## config.mk

```make
export PLATFORM = sky130hd
export DESIGN_NAME = i2c_single_byte_master
export DESIGN_NICKNAME = d
export VERILOG_FILES = /design/src/i2csbm_pkg.sv /design/src/i2c_single_byte_master.sv
export SDC_FILE = /design/constraint.sdc
export NUM_CORES = 1
export LEC_CHECK = 0
export ABC_AREA = 1
export ABC_CLOCK_PERIOD_IN_PS = 2550
export BUFFER_PORTS_ARGS = -buffer_cell sky130_fd_sc_hd__buf_2
export CAP_MARGIN = 20
export CORE_MARGIN = 4
export CORE_UTILIZATION = 55
export DETAILED_ROUTE_END_ITERATION = 16
export PLACE_DENSITY = 0.77
export SYNTH_ARGS = -nofsm -noshare
export SYNTH_HDL_FRONTEND = slang
export SYNTH_SLANG_ARGS = --single-unit
```

## constraint.sdc

```tcl
create_clock -name i_clk -period 2.55 [get_ports i_clk]
set_input_delay 0.1275 -clock i_clk [delete_from_list [all_inputs] [get_ports i_clk]]
set_output_delay 0.1275 -clock i_clk [all_outputs]
set_load 0.02 [all_outputs]
```

## src/i2csbm_pkg.sv

```systemverilog
package i2csbm_pkg;

    localparam int unsigned KIND_W  = 2;
    localparam int unsigned BYTE_W  = 8;
    localparam int unsigned ADDR_W  = 7;
    localparam int unsigned CIDX_W  = 2;
    localparam int unsigned WAIT_W  = 8;
    localparam int unsigned BITC_W  = 4;

    // request kinds
    localparam logic [KIND_W-1:0] KIND_TICK  = 2'd0;
    localparam logic [KIND_W-1:0] KIND_WRITE = 2'd1;
    localparam logic [KIND_W-1:0] KIND_READ  = 2'd2;

    // configuration register indexes
    localparam logic [CIDX_W-1:0] CFG_DEVICE_ADDRESS = 2'd0;
    localparam logic [CIDX_W-1:0] CFG_ACK_WAIT_LIMIT = 2'd1;

    localparam logic [ADDR_W-1:0] DEV_ADDR_RST   = 7'd47;
    localparam logic [WAIT_W-1:0] ACK_LIMIT_RST  = 8'd250;

    // phase lengths in ticks
    localparam logic [WAIT_W-1:0] START_TICKS = 8'd4;
    localparam logic [WAIT_W-1:0] BIT_TICKS   = 8'd2;
    localparam logic [WAIT_W-1:0] RX_LO_TICKS = 8'd2;
    localparam logic [WAIT_W-1:0] NACK_TICKS  = 8'd2;
    localparam logic [WAIT_W-1:0] STOP_TICKS  = 8'd4;

    localparam logic [BITC_W-1:0] BITS_PER_BYTE = 4'd8;

    typedef enum logic [16:0] {
        PH_IDLE     = 17'h00001,
        PH_START_HI = 17'h00002,
        PH_START_LO = 17'h00004,
        PH_TX_SET   = 17'h00008,
        PH_TX_HIGH  = 17'h00010,
        PH_TX_LOW   = 17'h00020,
        PH_ACK_LO   = 17'h00040,
        PH_ACK_HI   = 17'h00080,
        PH_ACK_POLL = 17'h00100,
        PH_RX_LO    = 17'h00200,
        PH_RX_HI    = 17'h00400,
        PH_NACK_LO  = 17'h00800,
        PH_NACK_HI  = 17'h01000,
        PH_STOP_LO  = 17'h02000,
        PH_STOP_HI  = 17'h04000,
        PH_ESTOP_LO = 17'h08000,
        PH_ESTOP_HI = 17'h10000
    } t_phase;

endpackage

```

## src/i2c_single_byte_master.sv

```systemverilog
// Channel  | Direction | Handshake                     | Payload
// ---------+-----------+-------------------------------+--------------------------------------
// in       | input     | i_in_valid / o_in_ready       | i_kind, i_write_value, i_sda_in
// out      | output    | o_out_valid / i_out_ready     | o_scl_level, o_sda_level,
//          |           |                               | o_sda_released, o_busy_res,
//          |           |                               | o_done_res, o_ack_missing, o_read_value
// cfg      | input     | i_cfg_valid / o_cfg_ready     | i_cfg_index, i_cfg_data
//
// One request (one tick) per cycle while the output drains: the sequencer step is a single
// pass from the state registers to the result register, so the result shows in the next cycle.
// A single output register parts the channels; o_in_ready is high while it is empty
// or being drained, so a stalled consumer stalls the input after one result.
// Reset (synchronous, active low): idle phase, SCL/SDA high, registers to defaults.
// Config writes are always taken (o_cfg_ready tied high).
module i2c_single_byte_master (
    input  logic                             i_clk,
    input  logic                             i_rst_n,
    // tick request
    input  logic                             i_in_valid,
    output logic                             o_in_ready,
    input  logic [i2csbm_pkg::KIND_W-1:0]    i_kind,
    input  logic [i2csbm_pkg::BYTE_W-1:0]    i_write_value,
    input  logic                             i_sda_in,
    // result
    output logic                             o_out_valid,
    input  logic                             i_out_ready,
    output logic                             o_scl_level,
    output logic                             o_sda_level,
    output logic                             o_sda_released,
    output logic                             o_busy_res,
    output logic                             o_done_res,
    output logic                             o_ack_missing,
    output logic [i2csbm_pkg::BYTE_W-1:0]    o_read_value,
    // configuration
    input  logic                             i_cfg_valid,
    output logic                             o_cfg_ready,
    input  logic [i2csbm_pkg::CIDX_W-1:0]    i_cfg_index,
    input  logic [i2csbm_pkg::BYTE_W-1:0]    i_cfg_data
);
    import i2csbm_pkg::*;

    // config registers
    logic [ADDR_W-1:0] r_dev_addr;
    logic [WAIT_W-1:0] r_ack_limit;

    // sequencer state
    t_phase            r_phase, s_phase, n_phase;
    logic [WAIT_W-1:0] r_wait,  s_wait,  n_wait;
    logic [BITC_W-1:0] r_bit,   s_bit,   n_bit;
    logic [BYTE_W-1:0] r_shift, s_shift, n_shift;
    logic [BYTE_W-1:0] r_pending, s_pending;
    logic              r_is_read, s_is_read;
    logic              r_scl, n_scl;
    logic              r_sda, n_sda;
    logic [BYTE_W-1:0] r_last, n_last;

    // per-tick flags
    logic              n_released, n_done, n_missing;

    // output stage
    logic              r_out_valid;
    logic              r_o_released, r_o_busy, r_o_done, r_o_missing;

    logic              in_acc;
    logic [WAIT_W-1:0] wait_inc;
    logic [BITC_W-1:0] bit_inc;
    logic [BYTE_W-1:0] rx_shift;

    assign o_in_ready  = !r_out_valid || i_out_ready;
    assign in_acc      = i_in_valid && o_in_ready;
    assign o_cfg_ready = 1'b1;

    // command decode: a start request is only honored from idle
    always_comb begin
        s_phase   = r_phase;
        s_wait    = r_wait;
        s_bit     = r_bit;
        s_shift   = r_shift;
        s_pending = r_pending;
        s_is_read = r_is_read;
        if (r_phase == PH_IDLE && (i_kind == KIND_WRITE || i_kind == KIND_READ)) begin
            s_is_read = (i_kind == KIND_READ);
            s_pending = i_write_value;
            s_shift   = {r_dev_addr, (i_kind == KIND_READ)};
            s_bit     = '0;
            s_wait    = '0;
            s_phase   = PH_START_HI;
        end
    end

    assign wait_inc = s_wait + 8'd1;
    assign bit_inc  = s_bit + 4'd1;
    assign rx_shift = {s_shift[BYTE_W-2:0], i_sda_in};

    // one tick of the bus sequencer
    always_comb begin
        n_phase    = s_phase;
        n_wait     = wait_inc;
        n_bit      = s_bit;
        n_shift    = s_shift;
        n_scl      = 1'b1;
        n_sda      = 1'b1;
        n_last     = r_last;
        n_released = 1'b0;
        n_done     = 1'b0;
        n_missing  = 1'b0;
        unique case (s_phase)
            PH_START_HI: begin
                if (wait_inc >= START_TICKS) begin
                    n_phase = PH_START_LO;
                    n_wait  = '0;
                end
            end
            PH_START_LO: begin
                n_sda = 1'b0;
                if (wait_inc >= START_TICKS) begin
                    n_phase = PH_TX_SET;
                    n_wait  = '0;
                end
            end
            PH_TX_SET: begin
                n_scl = 1'b0;
                n_sda = s_shift[BYTE_W-1];
                if (wait_inc >= BIT_TICKS) begin
                    n_phase = PH_TX_HIGH;
                    n_wait  = '0;
                end
            end
            PH_TX_HIGH: begin
                n_sda = s_shift[BYTE_W-1];
                if (wait_inc >= BIT_TICKS) begin
                    n_phase = PH_TX_LOW;
                    n_wait  = '0;
                end
            end
            PH_TX_LOW: begin
                n_scl = 1'b0;
                n_sda = s_shift[BYTE_W-1];
                if (wait_inc >= BIT_TICKS) begin
                    n_shift = {s_shift[BYTE_W-2:0], 1'b0};
                    n_bit   = bit_inc;
                    // byte boundary: address byte ends at 8, data byte wraps to 0
                    n_phase = (bit_inc[2:0] == 3'd0) ? PH_ACK_LO : PH_TX_SET;
                    n_wait  = '0;
                end
            end
            PH_ACK_LO: begin
                n_scl      = 1'b0;
                n_released = 1'b1;
                n_phase    = PH_ACK_HI;
                n_wait     = '0;
            end
            PH_ACK_HI: begin
                n_released = 1'b1;
                n_phase    = PH_ACK_POLL;
                n_wait     = '0;
            end
            PH_ACK_POLL: begin
                n_released = 1'b1;
                if (!i_sda_in) begin
                    n_wait = '0;
                    if (s_is_read) begin
                        n_bit   = '0;
                        n_shift = '0;
                        n_phase = PH_RX_LO;
                    end else if (s_bit == BITS_PER_BYTE) begin
                        n_shift = s_pending;
                        n_phase = PH_TX_SET;
                    end else begin
                        n_phase = PH_STOP_LO;
                    end
                end else if (s_wait >= r_ack_limit) begin
                    // no acknowledge: abort into stop
                    n_phase = PH_ESTOP_LO;
                    n_wait  = '0;
                end
            end
            PH_RX_LO: begin
                n_scl      = 1'b0;
                n_released = 1'b1;
                if (wait_inc >= RX_LO_TICKS) begin
                    n_phase = PH_RX_HI;
                    n_wait  = '0;
                end
            end
            PH_RX_HI: begin
                n_released = 1'b1;
                n_shift    = rx_shift;
                n_bit      = bit_inc;
                n_wait     = '0;
                if (bit_inc >= BITS_PER_BYTE) begin
                    n_last  = rx_shift;
                    n_phase = PH_NACK_LO;
                end else begin
                    n_phase = PH_RX_LO;
                end
            end
            PH_NACK_LO: begin
                n_scl = 1'b0;
                if (wait_inc >= NACK_TICKS) begin
                    n_phase = PH_NACK_HI;
                    n_wait  = '0;
                end
            end
            PH_NACK_HI: begin
                if (wait_inc >= NACK_TICKS) begin
                    n_phase = PH_STOP_LO;
                    n_wait  = '0;
                end
            end
            PH_STOP_LO, PH_ESTOP_LO: begin
                n_scl = 1'b0;
                n_sda = 1'b0;
                if (wait_inc >= STOP_TICKS) begin
                    n_phase = (s_phase == PH_STOP_LO) ? PH_STOP_HI : PH_ESTOP_HI;
                    n_wait  = '0;
                end
            end
            PH_STOP_HI, PH_ESTOP_HI: begin
                if (wait_inc >= STOP_TICKS) begin
                    n_done    = 1'b1;
                    n_missing = (s_phase == PH_ESTOP_HI);
                    n_phase   = PH_IDLE;
                    n_wait    = '0;
                end
            end
            default: begin
                // idle
                n_phase = PH_IDLE;
                n_wait  = '0;
            end
        endcase
    end

    // state and config
    always_ff @(posedge i_clk) begin
        if (!i_rst_n) begin
            r_dev_addr  <= DEV_ADDR_RST;
            r_ack_limit <= ACK_LIMIT_RST;
            r_phase     <= PH_IDLE;
            r_wait      <= '0;
            r_bit       <= '0;
            r_shift     <= '0;
            r_pending   <= '0;
            r_is_read   <= 1'b0;
            r_scl       <= 1'b1;
            r_sda       <= 1'b1;
            r_last      <= '0;
            r_out_valid <= 1'b0;
        end else begin
            if (i_cfg_valid) begin
                if (i_cfg_index == CFG_DEVICE_ADDRESS) begin
                    r_dev_addr <= i_cfg_data[ADDR_W-1:0];
                end else if (i_cfg_index == CFG_ACK_WAIT_LIMIT) begin
                    r_ack_limit <= i_cfg_data;
                end
            end
            if (in_acc) begin
                r_phase   <= n_phase;
                r_wait    <= n_wait;
                r_bit     <= n_bit;
                r_shift   <= n_shift;
                r_pending <= s_pending;
                r_is_read <= s_is_read;
                r_scl     <= n_scl;
                r_sda     <= n_sda;
                r_last    <= n_last;
            end
            if (in_acc) begin
                r_out_valid <= 1'b1;
            end else if (i_out_ready) begin
                r_out_valid <= 1'b0;
            end
        end
    end

    // result payload
    always_ff @(posedge i_clk) begin
        if (in_acc) begin
            r_o_released <= n_released;
            r_o_busy     <= (n_phase != PH_IDLE);
            r_o_done     <= n_done;
            r_o_missing  <= n_missing;
        end
    end

    assign o_out_valid    = r_out_valid;
    assign o_scl_level    = r_scl;
    assign o_sda_level    = r_sda;
    assign o_sda_released = r_o_released;
    assign o_busy_res     = r_o_busy;
    assign o_done_res     = r_o_done;
    assign o_ack_missing  = r_o_missing;
    assign o_read_value   = r_last;

    // checks
    a_phase_onehot: assert property (@(posedge i_clk) disable iff (!i_rst_n)
        $onehot(r_phase))
        else $error("phase register not one-hot");

    a_done_not_busy: assert property (@(posedge i_clk) disable iff (!i_rst_n)
        o_out_valid && o_done_res |-> !o_busy_res)
        else $error("done reported while busy");

    a_missing_with_done: assert property (@(posedge i_clk) disable iff (!i_rst_n)
        o_out_valid && o_ack_missing |-> o_done_res)
        else $error("ack_missing without done");

    a_released_high: assert property (@(posedge i_clk) disable iff (!i_rst_n)
        o_out_valid && o_sda_released |-> o_sda_level)
        else $error("SDA driven low while released");

    a_start: assert property (@(posedge i_clk) disable iff (!i_rst_n)
        in_acc && r_phase == PH_IDLE && (i_kind == KIND_WRITE || i_kind == KIND_READ)
        |=> r_phase == PH_START_HI && r_wait == 8'd1 && o_busy_res)
        else $error("start request not taken from idle");

endmodule
```

### After elaboration in Yosys (flattened, before gate mapping)

Index checks and enable logic that the tools add are counted.

| word-level totals | value |
|---|---|
| word-level logic and storage cells | 109 |
| output and inout port bits | 17 |
| bits in latches | 0 |
| input port bits | 26 |
| memories kept | 0 |
| bits in read-only memories | 0 |
| memory bits (writable) | 0 |
| register bits after elaboration | 76 |

| operators by class | value |
|---|---|
| muxes and demuxes | 44 |
| shift operators | 0 |
| order comparisons | 4 |
| divide/modulo/power cells | 0 |
| bitwise operators | 1 |
| add/sub/neg operators | 2 |
| equal/unequal tests | 22 |
| $mul | 0 |
| reduce and logical (&&, ||, !) cells | 20 |

Operators with widths:

| operator | number |
|---|---|
| $mux W17 | 14 |
| $pmux W17 S14 | 1 |
| $mux W8 | 11 |
| $pmux W8 S3 | 2 |
| $mux W14 | 2 |
| $eq A17 B1 Y1 const B | 1 |
| $eq A17 B10 Y1 const B | 1 |
| $eq A17 B11 Y1 const B | 1 |
| $eq A17 B12 Y1 const B | 1 |
| $eq A17 B13 Y1 const B | 1 |
| $eq A17 B14 Y1 const B | 1 |
| $eq A17 B15 Y1 const B | 1 |
| $eq A17 B16 Y1 const B | 1 |
| $eq A17 B17 Y1 const B | 1 |
| $eq A17 B2 Y1 const B | 1 |
| $eq A17 B3 Y1 const B | 1 |
| $eq A17 B4 Y1 const B | 1 |
| $eq A17 B5 Y1 const B | 1 |
| $eq A17 B6 Y1 const B | 1 |
| $eq A17 B7 Y1 const B | 1 |
| $eq A17 B8 Y1 const B | 1 |
| $eq A17 B9 Y1 const B | 1 |
| $ne A17 B1 Y1 const B | 1 |
| $mux W4 | 4 |
| other kinds (28) | 41 |

### Logic depth before layout (Yosys ltp)

Gate-level depths: netlist of run 1.

| logic depth | value |
|---|---|
| depth in word-level cells | 10 |
| depth in mapped cells | 21 |

### Least setup slack after synthesis of run 1

No wires, ideal clock.

| timing | value |
|---|---|
| path type | input to register |
| from | input i_kind[0] (netlist name) |
| to | register r_phase[15] |
| arrival | 2354 ps |
| path slack | 62 ps |
| cell stages on the path | 18 |
| cells stage by stage | inv_1 > ha_1 > or2_1 > nor2_1 > nand3_2 > buf_6 > buf_8 > nand2_2 > inv_2 > ha_1 > nand2_1 > nor2_1 > a211oi_1 > nand2_1 > o21ai_0 > o21ai_0 > nand2_1 > a21oi_1 |

| between the ends | value |
|---|---|
| word-level cells in the longest chain between the ends | 8 |

Ends and longest elaborated chain:

| item | RTL line | text |
|---|---|---|
| start, declared | i2c_single_byte_master.sv:21 | `input logic [i2csbm_pkg::KIND_W-1:0] i_kind,` |
| $eq A2 B1 Y1 / $eq A2 B2 Y1 (equally long branches) | i2c_single_byte_master.sv:81, i2c_single_byte_master.sv:82 |  |
| $logic_or A1 B1 Y1 (*) | i2c_single_byte_master.sv:81 | `if (r_phase == PH_IDLE && (i_kind == KIND_WRITE \|\| i_kind == KIND_READ)) begin` |
| $logic_and A1 B1 Y1 (*) | i2c_single_byte_master.sv:81 |  |
| $mux W8 | i2c_single_byte_master.sv:81 |  |
| $add A8 B1 Y8 / $ge A8 B8 Y1 (equally long branches) | i2c_single_byte_master.sv:91, i2c_single_byte_master.sv:172 |  |
| $ge A8 B3 Y1, or another cell as far along | -- |  |
| $mux W17, or another cell as far along | i2c_single_byte_master.sv:220 | `if (wait_inc >= STOP_TICKS) begin` |
| $pmux W17 S14 (*) | i2c_single_byte_master.sv:107 | `unique case (s_phase)` |
| end signal, assigned | i2c_single_byte_master.sv:259 | `r_phase <= n_phase;` |
| end, declared | i2c_single_byte_master.sv:47 | `t_phase r_phase, s_phase, n_phase;` |

Mark *: on every way between the ends. The rest lies on a longest branch, timed or not.
A chain may end at the register's enable or synchronous reset.

### Final worst setup path of run 1

| timing | value |
|---|---|
| from | register r_phase[13] |
| to | register r_bit[2] |

| between the ends | value |
|---|---|
| word-level cells in the longest chain between the ends | 7 |

Ends and longest elaborated chain:

| item | RTL line | text |
|---|---|---|
| $eq A17 B1 Y1 | i2c_single_byte_master.sv:81 |  |
| $logic_and A1 B1 Y1 | i2c_single_byte_master.sv:81 |  |
| $mux W8 | i2c_single_byte_master.sv:81 |  |
| $add A8 B1 Y8 | i2c_single_byte_master.sv:91 | `assign wait_inc = s_wait + 8'd1;` |
| $ge A8 B2 Y1 | i2c_single_byte_master.sv:139 | `if (wait_inc >= BIT_TICKS) begin` |
| $mux W4 | i2c_single_byte_master.sv:139 |  |
| $pmux W4 S3 (*) | i2c_single_byte_master.sv:107 |  |
| end signal, assigned | i2c_single_byte_master.sv:261 | `r_bit <= n_bit;` |
| end, declared | i2c_single_byte_master.sv:49 | `logic [BITC_W-1:0] r_bit, s_bit, n_bit;` |

Marked as above.

==> results.py, run 1 <==
metrics = {
    "pwr": {
        "clkPwrFrac_pct": 33.2,
        "p_int_uw": 1960,
        "swShare_pct": 34.9,
        "p_seq_share_pct": 42.8,
        "p_leak_uw": 0.00319,
        "combPwrFrac_pct": 24.0,
        "power_density_nw_per_um2": 469,
        "switching_power_uw": 1050,
        "power.total_uw": 3020,
        "max-vdd-ir-drop_mv": 0.298,
    },
    "global_route": {
        "grt_max_degree": 49,
        "grt_usage_pct": 29.7,
        "grt_pass1_vias": 5427,
        "grt_overflow": 0,
        "grt_antenna_before_repair": 0,
        "grt_pass1_wl_mm": 26.6,
    },
    "sta": {
        "rsz0062_at_grt": "true",
        "finalHoldViolations": 0,
        "finClkSkew_ns": 0.00830,
        "final.period_utilization_pct": 102,
        "setup_violations": 1,
        "timing.final.ws_setup_ns": -0.0629,
        "post-route-min-period_ns": 2.61,
        "max_freq_mhz": 383,
        "tns_ns": -0.0629,
        "slew_viol_final": 0,
        "max_slew_margin_pct": 37.1,
        "worst_pin_slew_ns": 0.943,
    },
    "floorplanning": {
        "die_area_um2": 10800,
        "die_x_um": 104,
        "core-area_um2": 8850,
        "ios": 43,
        "rows": 34,
        "die_h_um": 104,
        "start_util_pct": 57.1,
    },
    "clock_network": {
        "cts_tree": "done",
        "clockBufferDepth": 2,
        "cts.sinks": 76,
        "clkTransAtPathRegs_ns": 0.10,
        "cts.htree.levels": 3,
        "cts_buffers": 9,
        "clk_latency_ns": 0.36,
        "clock_tree.root_cell": "clkbuf_8",
    },
    "worst_setup_path": {
        "r2r_start": "r_phase[13]",
        "crit_arrival_ns": 2.88,
        "critical_path_class": "flop to flop",
        "end_kind": "flop",
        "rrSetupSlack_ns": -0.06,
        "cp-start-kind": "flop",
        "cp-startpoint": "r_phase[13]",
        "cp.required_ns": 2.82,
        "crit_fanout": 9,
        "reg2reg_depth": 16,
    },
    "yosys": {
        "syn_nets": 809,
        "yosysTopAreaCell": "dfxtp_1",
        "ys_warn_count": 0,
        "syn_area_um2": 5050,
        "ys_seq_area_share_pct": 30.9,
        "avgSynthCellArea_um2": 6.54,
        "synth_cell_types": 45,
        "synth_area_leaders": "dfxtp_1, nand2_1, o21ai_0",
        "synthArstFlopShare_pct": 0,
        "synth_top_area_share_pct": 28.5,
        "synthCells": 772,
        "ys.flop_type": "dfxtp_1",
        "synth_seq_cells": 76,
        "synth_edf_count": 4,
    },
    "routing": {
        "drtIter0Drc": 606,
        "wl_met3_mm": 1.44,
        "ant_nets": 0,
        "vias": 5922,
        "firstDrtPassIters": 6,
        "wl_met2_mm": 8.09,
        "vias_per_cell": 5.89,
        "post_drt_wl_per_cell_um": 16.9,
        "wl_mm": 17.0,
        "top_layer": "met4",
        "drc": 0,
        "wl_met1_mm": 7.10,
    },
    "min_path": {
        "whs_path_depth": 3,
        "worstHoldStart": "i_cfg_data[6]",
        "hp-class": "primary input to flop",
    },
    "final_layout": {
        "fillers": 741,
        "fin_nets": 930,
        "final_cell_area_um2": 6440,
        "layout.cells.non_filler": 1006,
        "final_layout_size_suffix_gt1_share_pct": 28.2,
        "syn_to_final_growth_pct": 27.5,
        "diodes": 0,
    },
    "placement": {
        "portBuffers": 41,
        "post-place-cells": 976,
        "detailed_place_hpwl_mm": 11.9,
        "routabilityCongestion": 0.944,
        "placed_cell_area_um2": 5880,
    },
    "outcome": {
        "violations": "setup timing",
        "status": "finished, violations left",
    },
    "job": {
        "cap_viol_max_count": 0,
    },
}
## cell type report
class / count / area, um2 / area share [%]
Timing Repair Buffer: 140 / 1010 / 15.6
Inverter: 92 / 352 / 5.46
Tap cell: 108 / 135 / 2.10
Multi-Input combinational cell: 574 / 3170 / 49.3
Clock buffer: 10 / 149 / 2.31
Sequential cell: 76 / 1570 / 24.3
Clock inverter: 6 / 56.3 / 0.875
## metrics by stage
stage                     worst slack, ns  util, %  hold WS [ns]
after CTS                         0.00618     69.4       0.00605
after detailed placement           -0.268     66.4         0.365
after global placement             -0.152     66.4         0.354
final                             -0.0629     72.7       0.00638
after floorplan                    0.0623        -         0.254
after global routing               -0.168     72.7        0.0355
## what timing repair did
action | CTS | global route
setup buffers | 0 | 9
hold buffers | 4 | 0
pin swaps | 1 | 22
setup endpoints to repair | 16 | 39
gates cloned | 0 | 1
endpoints found under the hold margin | 4 | 0
resized for setup | 5 | 65
## cell usage in the layout, fill, tap and decap left out, drive strengths merged, types with 7 or more instances in the layout
master	instances
nand2	195
buf	136
inv	93
nor2	77
dfxtp	72
o21ai	67
a21oi	67
nand3	60
nand4	25
nor3	23
nor4	12
ha	11
clkbuf	10
mux2i	8
o211ai	8
a21boi	7
## logic make-up (layout without fill, tap and decap cells)
logic type / count (synthesis) / count (layout) / synth area share (%)
AOI/OAI and AO/OA: 158 / 158 / 17.7
adders and majority gates: 11 / 11 / 2.73
buffers and inverters: 123 / 248 / 10.5
DFF: 76 / 76 / 30.9
muxes: 8 / 8 / 1.59
other: 1 / 1 / 0.0743
and+or+nand+nor: 395 / 396 / 36.4
## state kept, by name (all words and copies together) (netlist names)
register and count:
o_ack_missing 1, o_busy_res 1, o_done_res 1, o_out_valid 1
o_read_value 8, o_scl_level 1, o_sda_level 1, o_sda_released 1
r_ack_limit 8, r_bit 4, r_dev_addr 7, r_is_read 1
r_pending 8, r_phase 17, r_shift 8, r_wait 8
## critical path: stages (launching register included)
cell and delay [ns]:
dfxtp_1 0.35, nor2_4 0.17, nand2_1 0.08, nor2_2 0.14, nand3_4 0.15, buf_4 0.22
nand2_2 0.10, buf_4 0.12, inv_1 0.05, ha_1 0.18, ha_1 0.32, nand2_1 0.07
o21ai_0 0.11, a31oi_1 0.24, nand3_1 0.11, nand2_1 0.08, inv_1 0.04
## power groups by stage
stage / Sequential, uW / Combinational (uW) / Clock [uW]
after CTS: 1290 / 643 / 1000
after floorplan: 1320 / 400 / 0
after global routing: 1300 / 784 / 1060
after detailed placement: 1310 / 633 / 0
after global placement: 1310 / 621 / 0
final: 1290 / 724 / 1000
## Yosys cell counts (all sizes together) (3+ instances only)
library cell	number
inv	88
nor3	23
nor4	12
ha	11
dfxtp	72
a21boi	7
clkbuf	18
a21oi	67
o21ai	67
a31oi	3
o211ai	8
clkinv	4
buf	13
edfxtp	4
nand2	194
nor2	77
mux2i	8
nand3	60
nand4	25
## final timing paths
path | end
min | r_ack_limit[6]
min reg2reg | r_dev_addr[2]
max | r_bit[2]
max reg2reg | r_bit[2]
## layer usage
metal  vias up  track usage, %
met5         -               0
met2       319            50.0
met3        49            4.73
met1      2729            39.9
met4         0            7.50
li1       2825               -
Note: power is estimated with default switching activity, not from simulation.
==> run 2, diff against run 1 <==
--- a/config.mk
+++ b/config.mk
@@ -11,6 +11,7 @@
 export CAP_MARGIN = 20
 export CORE_MARGIN = 4
 export CORE_UTILIZATION = 55
+export CTS_CLUSTER_SIZE = 10
 export DETAILED_ROUTE_END_ITERATION = 16
 export PLACE_DENSITY = 0.77
 export SYNTH_ARGS = -nofsm -noshare
==> constraint.sdc (replaced) <==
create_clock -name i_clk -period 2.55 [get_ports i_clk]
set_input_delay 0.1275 -clock i_clk [delete_from_list [all_inputs] [get_ports i_clk]]
set_output_delay 0.1275 -clock i_clk [all_outputs]
set_load 0.1 [all_outputs]
==> run 2 against run 1 <==
Net effect: the flow still finishes with violations (setup timing); design area down 0.64%; non-clock buffer count up 1; routed wire length down 0.69%; worst setup slack better by 0.030 ns; utilization down 0.47 points; clock-buffer cell count down 1; sequential power about the same; first-iteration DRC count up 0.33%.
==> results.py, run 2 (synthesized netlist as in run 1, its figures left out) <==
metrics = {
    "outcome": {
        "status": "finished, violations left",
        "violations": "setup timing",
    },
    "global_route": {
        "grt_usage_pct": 29.2,
        "grt.busiest_layer": "met2",
        "grt_max_degree": 64,
        "grt_use_met3_pct": 3.67,
        "grt_pass1_wl_mm": 26.2,
        "grt_antenna_before_repair": 0,
        "met1_usage_pct": 39.8,
        "grt_pass1_vias": 5443,
        "grt_overflow": 0,
        "gr-usage-met2_pct": 46.6,
    },
    "clock_network": {
        "clk_latency_ns": 0.36,
        "clock_tree.root_cell": "clkbuf_8",
        "cts.sinks": 76,
        "cts_tree": "done",
        "clockBufferDepth": 2,
        "clkTransAtPathRegs_ns": 0.10,
        "cts.htree.levels": 3,
        "cts_buffers": 9,
    },
    "pwr": {
        "combPwrFrac_pct": 25.8,
        "p_leak_uw": 0.00316,
        "swShare_pct": 36.5,
        "switching_power_uw": 1090,
        "power_density_nw_per_um2": 465,
        "power.total_uw": 2980,
        "p_int_uw": 1890,
        "p_seq_share_pct": 43.5,
        "clkPwrFrac_pct": 30.7,
        "max-vdd-ir-drop_mv": 0.337,
    },
    "sta": {
        "setup_violations": 1,
        "worst_pin_slew_ns": 1.01,
        "rsz0062_at_grt": "true",
        "slew_viol_final": 0,
        "tns_ns": -0.0332,
        "final.period_utilization_pct": 101,
        "max_slew_margin_pct": 32.3,
        "finalHoldViolations": 0,
        "finClkSkew_ns": 0.0145,
        "post-route-min-period_ns": 2.58,
        "timing.final.ws_setup_ns": -0.0332,
        "max_freq_mhz": 387,
    },
    "floorplanning": {
        "start_util_pct": 57.1,
        "core-area_um2": 8850,
        "die_h_um": 104,
        "rows": 34,
        "die_x_um": 104,
        "ios": 43,
        "die_area_um2": 10800,
    },
    "worst_setup_path": {
        "critical_path_class": "flop to flop",
        "crit_arrival_ns": 2.86,
        "crit_fanout": 8,
        "cp-start-kind": "flop",
        "cpMaxStageDelayCell": "dfxtp_2",
        "path_common_cell": "nand2_1",
        "cp-startpoint": "r_phase[0]",
        "cp.required_ns": 2.82,
        "cpPeakStageDelay_ns": 0.37,
        "crit_chain": "inv_4, nor2_2, nand2_1, nor2_2, nand3_4, buf_8, nand2_4, inv_4, ha_4, a21oi_2, nor2_1, a211oi_2, buf_4, nand3b_1, nand2_1, nand2_1, nand3_1, nand2_1, a21oi_2",
        "end_kind": "flop",
        "r2r_start": "r_phase[0]",
    },
    "final_layout": {
        "largest_register_ffs": 17,
        "max_flop_register": "r_phase",
        "final_cell_mix": "nand2_1, buf_4, inv_1, dfxtp_1, o21ai_0",
        "final_common_cell": "nand2_1",
        "final_layout_size_suffix_gt1_share_pct": 28.6,
        "final_cell_area_um2": 6390,
        "syn_to_final_growth_pct": 26.6,
        "diodes": 0,
        "finish.utilization_pct": 72.3,
        "fin_nets": 931,
    },
    "routing": {
        "vias": 5902,
        "wl_mm": 16.9,
        "firstDrtPassIters": 5,
        "post_drt_wl_per_cell_um": 16.8,
        "drtIter0Drc": 608,
        "ant_nets": 0,
        "vias_per_cell": 5.86,
        "drc": 0,
    },
    "placement": {
        "routabilityCongestion": 0.937,
        "placed_cell_area_um2": 5890,
        "dp_slack_ns": -0.201,
        "portBuffers": 41,
        "detailed_place_hpwl_mm": 11.6,
    },
    "min_path": {
        "hp-class": "primary input to flop",
        "worstHoldStart": "i_cfg_data[1]",
    },
    "job": {
        "cap_viol_max_count": 0,
    },
}
-- run 2: cell types whose count changed in the layout (fill, tap and decap cells not counted), moves of 2 or more --
cell,previous run,this run
nand2_4,5,3
inv_2,10,8
clkinvlp_4,1,3
a21boi_0,2,4
dfxtp_2,3,8
inv_4,2,5
dlygate4sd3_1,4,2
buf_4,90,93
dfxtp_1,69,64
nand2_2,20,22
o21ai_0,56,58
-- run 2: worst paths after layout --
check             depth (start not counted)  slack, ns              to
hold reg to reg                           2       0.47   r_dev_addr[0]
hold / removal                            3       0.03  r_ack_limit[1]
setup reg to reg                         19      -0.03     r_phase[13]
setup / recovery                         19      -0.03     r_phase[13]
-- run 2: timing repair --
item,4_1_cts,5_1_grt
resized for setup,3,61
hold buffers,2,0
buffers inserted,0,11
pin swaps,0,22
endpoints found under the hold margin,2,0
gates cloned,0,1
setup endpoints to repair,10,44
-- run 2: power groups by stage --
stage	registers, uW	logic [uW]	clock network, uW
after floorplan	1360	410	0
after detailed placement	1320	683	0
final	1290	768	914
after CTS	1290	691	909
after global routing	1300	830	983
after global placement	1310	673	0
-- run 2: final cells by class --
cell class              count  area [um2]
clock inverters             7        57.6
multi-input cells         574        3140
inverters                  92         362
repair buffers            141        1000
flip-flops and latches     76        1570
fillers                   710        2450
well taps                 108         135
clock buffers               9         124
-- run 2: critical path: cells and delay by family, from the launching register on --
| kind | cells | cell delay (ns) |
|---|---|---|
| AND/OR/NAND/NOR | 11 | 0.92 |
| AO/OA/AOI/OAI | 3 | 0.60 |
| buffers and inverters | 4 | 0.45 |
| flip-flops | 1 | 0.37 |
| adder cells (fa/ha/maj) | 1 | 0.15 |
-- run 2: metal layers --
metal  up-vias  part of all wire (%)
met1      2690                    43
met4         0                   3.3
met2       323                    46
li1       2831                     -
met3        58                   7.6
met5         -                     0
-- run 2: per-stage QoR --
step,hold WS (ns),std cells
after floorplan,0.254,772
after detailed placement,0.363,977
final,0.0302,1007
after global routing,0.0339,1007
after CTS,0.0166,995
after global placement,0.353,977
==> run 3, diff against run 2 <==
--- a/config.mk
+++ b/config.mk
@@ -13,6 +13,8 @@
 export CORE_UTILIZATION = 55
 export CTS_CLUSTER_SIZE = 10
 export DETAILED_ROUTE_END_ITERATION = 16
+export GPL_TIMING_DRIVEN = 0
+export HOLD_SLACK_MARGIN = 0.03
 export PLACE_DENSITY = 0.77
 export SYNTH_ARGS = -nofsm -noshare
 export SYNTH_HDL_FRONTEND = slang
==> run 3 against run 2 <==
Net effect: the run still ends with setup timing left; clock-buffer cell count is the same; via count grew 1.8%; critical path depth shrank 1; die area is the same; global-route usage grew 2.7 points; design area grew 2.7%.
==> results.py, run 3 (synthesized netlist as in run 1, its figures left out) <==
metrics = {
    "routing": {
        "wl_mm": 18.6,
        "post_drt_wl_per_cell_um": 18.8,
        "vias": 6007,
        "drtIter0Drc": 500,
        "ant_nets": 0,
        "drc": 0,
        "firstDrtPassIters": 5,
        "vias_per_cell": 6.08,
    },
    "placement": {
        "placed_cell_area_um2": 5390,
        "portBuffers": 40,
        "detailed_place_hpwl_mm": 12.2,
        "routabilityCongestion": 0.997,
    },
    "global_route": {
        "grt.busiest_layer": "met2",
        "grt_pass1_vias": 5547,
        "grt_overflow": 0,
        "grt_usage_pct": 31.9,
        "grt_pass1_wl_mm": 27.7,
        "met1_usage_pct": 40.5,
        "gr-usage-met2_pct": 52.5,
        "grt_max_degree": 16,
        "grt_use_met3_pct": 5.72,
        "grt_antenna_before_repair": 0,
    },
    "sta": {
        "rsz0062_at_grt": "true",
        "max_slew_margin_pct": 45.4,
        "finalHoldViolations": 0,
        "hold_ws_ns": 0.0480,
        "worst_pin_slew_ns": 0.819,
        "setup_violations": 5,
        "finClkSkew_ns": 0.00985,
        "post-route-min-period_ns": 2.62,
        "slew_viol_final": 0,
        "max_freq_mhz": 382,
        "final.period_utilization_pct": 103,
        "timing.final.ws_setup_ns": -0.0691,
    },
    "final_layout": {
        "final_cell_mix": "nand2_1, inv_1, dfxtp_1, o21ai_0, a21oi_1",
        "fin_nets": 912,
        "final_common_cell": "nand2_1",
        "final_cell_area_um2": 6570,
        "diodes": 0,
        "final_layout_size_suffix_gt1_share_pct": 29.1,
        "largest_register_ffs": 17,
        "syn_to_final_growth_pct": 30.1,
        "max_flop_register": "r_phase",
        "finish.utilization_pct": 74.3,
    },
    "clock_network": {
        "cts_buffers": 9,
        "cts.htree.levels": 3,
        "clkTransAtPathRegs_ns": 0.09,
        "cts.sinks": 76,
        "clk_latency_ns": 0.36,
        "cts_tree": "done",
        "clockBufferDepth": 2,
        "clock_tree.root_cell": "clkbuf_8",
    },
    "pwr": {
        "max-vdd-ir-drop_mv": 0.300,
        "p_seq_share_pct": 41.2,
        "combPwrFrac_pct": 26.1,
        "swShare_pct": 36.5,
        "clkPwrFrac_pct": 32.7,
        "power.total_uw": 3130,
        "switching_power_uw": 1140,
        "power_density_nw_per_um2": 476,
        "p_leak_uw": 0.00309,
        "p_int_uw": 1990,
    },
    "worst_setup_path": {
        "cp.required_ns": 2.77,
        "crit_fanout": 6,
        "critical_path_class": "flop to flop",
        "cpMaxStageDelayCell": "dfxtp_4",
        "cp_num_buf_inv": 5,
        "crit_arrival_ns": 2.84,
        "critPathTopFamily": "simple AND/OR/NAND/NOR gates",
        "cp-start-kind": "flop",
        "cpPeakStageDelay_ns": 0.39,
        "crit_chain": "nor2_4, nand2_2, nor2_4, nand3_4, buf_6, buf_8, nand2_4, inv_4, ha_4, nand2_4, buf_6, nor2_4, nand2_4, buf_4, nand3_4, nand3_4, nand2_2, a21oi_1",
        "end_kind": "flop",
    },
    "job": {
        "cap_viol_max_count": 0,
    },
    "floorplanning": {
        "rows": 34,
        "start_util_pct": 57.1,
        "die_x_um": 104,
        "ios": 43,
        "die_h_um": 104,
        "die_area_um2": 10800,
        "core-area_um2": 8850,
    },
    "outcome": {
        "violations": "setup timing",
        "status": "finished, violations left",
    },
    "min_path": {
        "hp-class": "primary input to flop",
    },
}
run 3: cell types whose count changed in the layout (fill, tap and decap cells not counted), moves of 6 or more:
cell	before	now
buf_4	93	42
clkbuf_1	0	18
dfxtp_1	64	55
dfxtp_4	0	8
dlygate4sd3_1	2	8
nand2_1	170	160
nand2_4	3	9
nor2_1	54	46
nor2_4	7	19
o21ai_0	58	51
o21ai_1	6	12
run 3: worst paths after layout:
| check | slack (ns) | cells past startpoint | startpoint | end |
|---|---|---|---|---|
| setup / recovery | -0.07 | 18 | r_phase[13] | r_phase[1] |
| setup reg to reg | -0.07 | 18 | r_phase[13] | r_phase[1] |
| hold reg to reg | 0.46 | 2 | r_dev_addr[2] | r_dev_addr[2] |
| hold / removal | 0.05 | 4 | i_out_ready | o_out_valid |
run 3: per-stage QoR:
stage	std cells	setup slack, ns	setup TNS [ns]
after global routing	988	-0.196	-2.99
after floorplan	772	0.0623	0
after global placement	920	-0.569	-11.77
after CTS	971	0.00325	0
final	988	-0.0691	-0.210
after detailed placement	920	-0.568	-11.97
run 3: power groups by stage:
| stage | clock network [uW] | registers [uW] | logic [uW] |
|---|---|---|---|
| 6_report | 1020 | 1290 | 816 |
| 5_1_grt | 1070 | 1300 | 870 |
| 4_1_cts | 1020 | 1290 | 728 |
| 3_5_place_dp | 0 | 1320 | 638 |
| 3_3_place_gp | 0 | 1320 | 630 |
| 2_1_floorplan | 0 | 1360 | 410 |
run 3: final cells by class:
type                    count  area (um2)
flip-flops and latches     76        1600
inverters                  92         372
repair buffers             92         629
fillers                   724        2280
plain buffers              30         191
multi-input cells         574        3430
well taps                 108         135
clock buffers               9         124
clock inverters             7        82.6
run 3: worst register-to-register path: stages (launching register included):
cell	delay, ns
dfxtp_4	0.39
nor2_4	0.12
nand2_2	0.08
nor2_4	0.12
nand3_4	0.10
buf_6	0.16
buf_8	0.15
nand2_4	0.07
inv_4	0.04
ha_4	0.29
nand2_4	0.07
buf_6	0.12
nor2_4	0.12
nand2_4	0.09
buf_4	0.16
nand3_4	0.12
nand3_4	0.13
nand2_2	0.09
a21oi_1	0.06
run 3: repair_timing:
| item | 4_1_cts | 5_1_grt |
|---|---|---|
| buffers inserted | 27 | 17 |
| cloned | 1 | 0 |
| pin swaps | 22 | 34 |
| hold buffers | 8 | 0 |
| endpoints found under the hold margin | 11 | 0 |
| resized for setup | 80 | 85 |
| setup endpoints to repair | 41 | 40 |
run 3: per-layer routing:
layer	vias to the layer above	routed length, um
met4	0	849
met1	2792	7560
met2	334	8680
met3	82	1520
met5	-	0
li1	2799	-
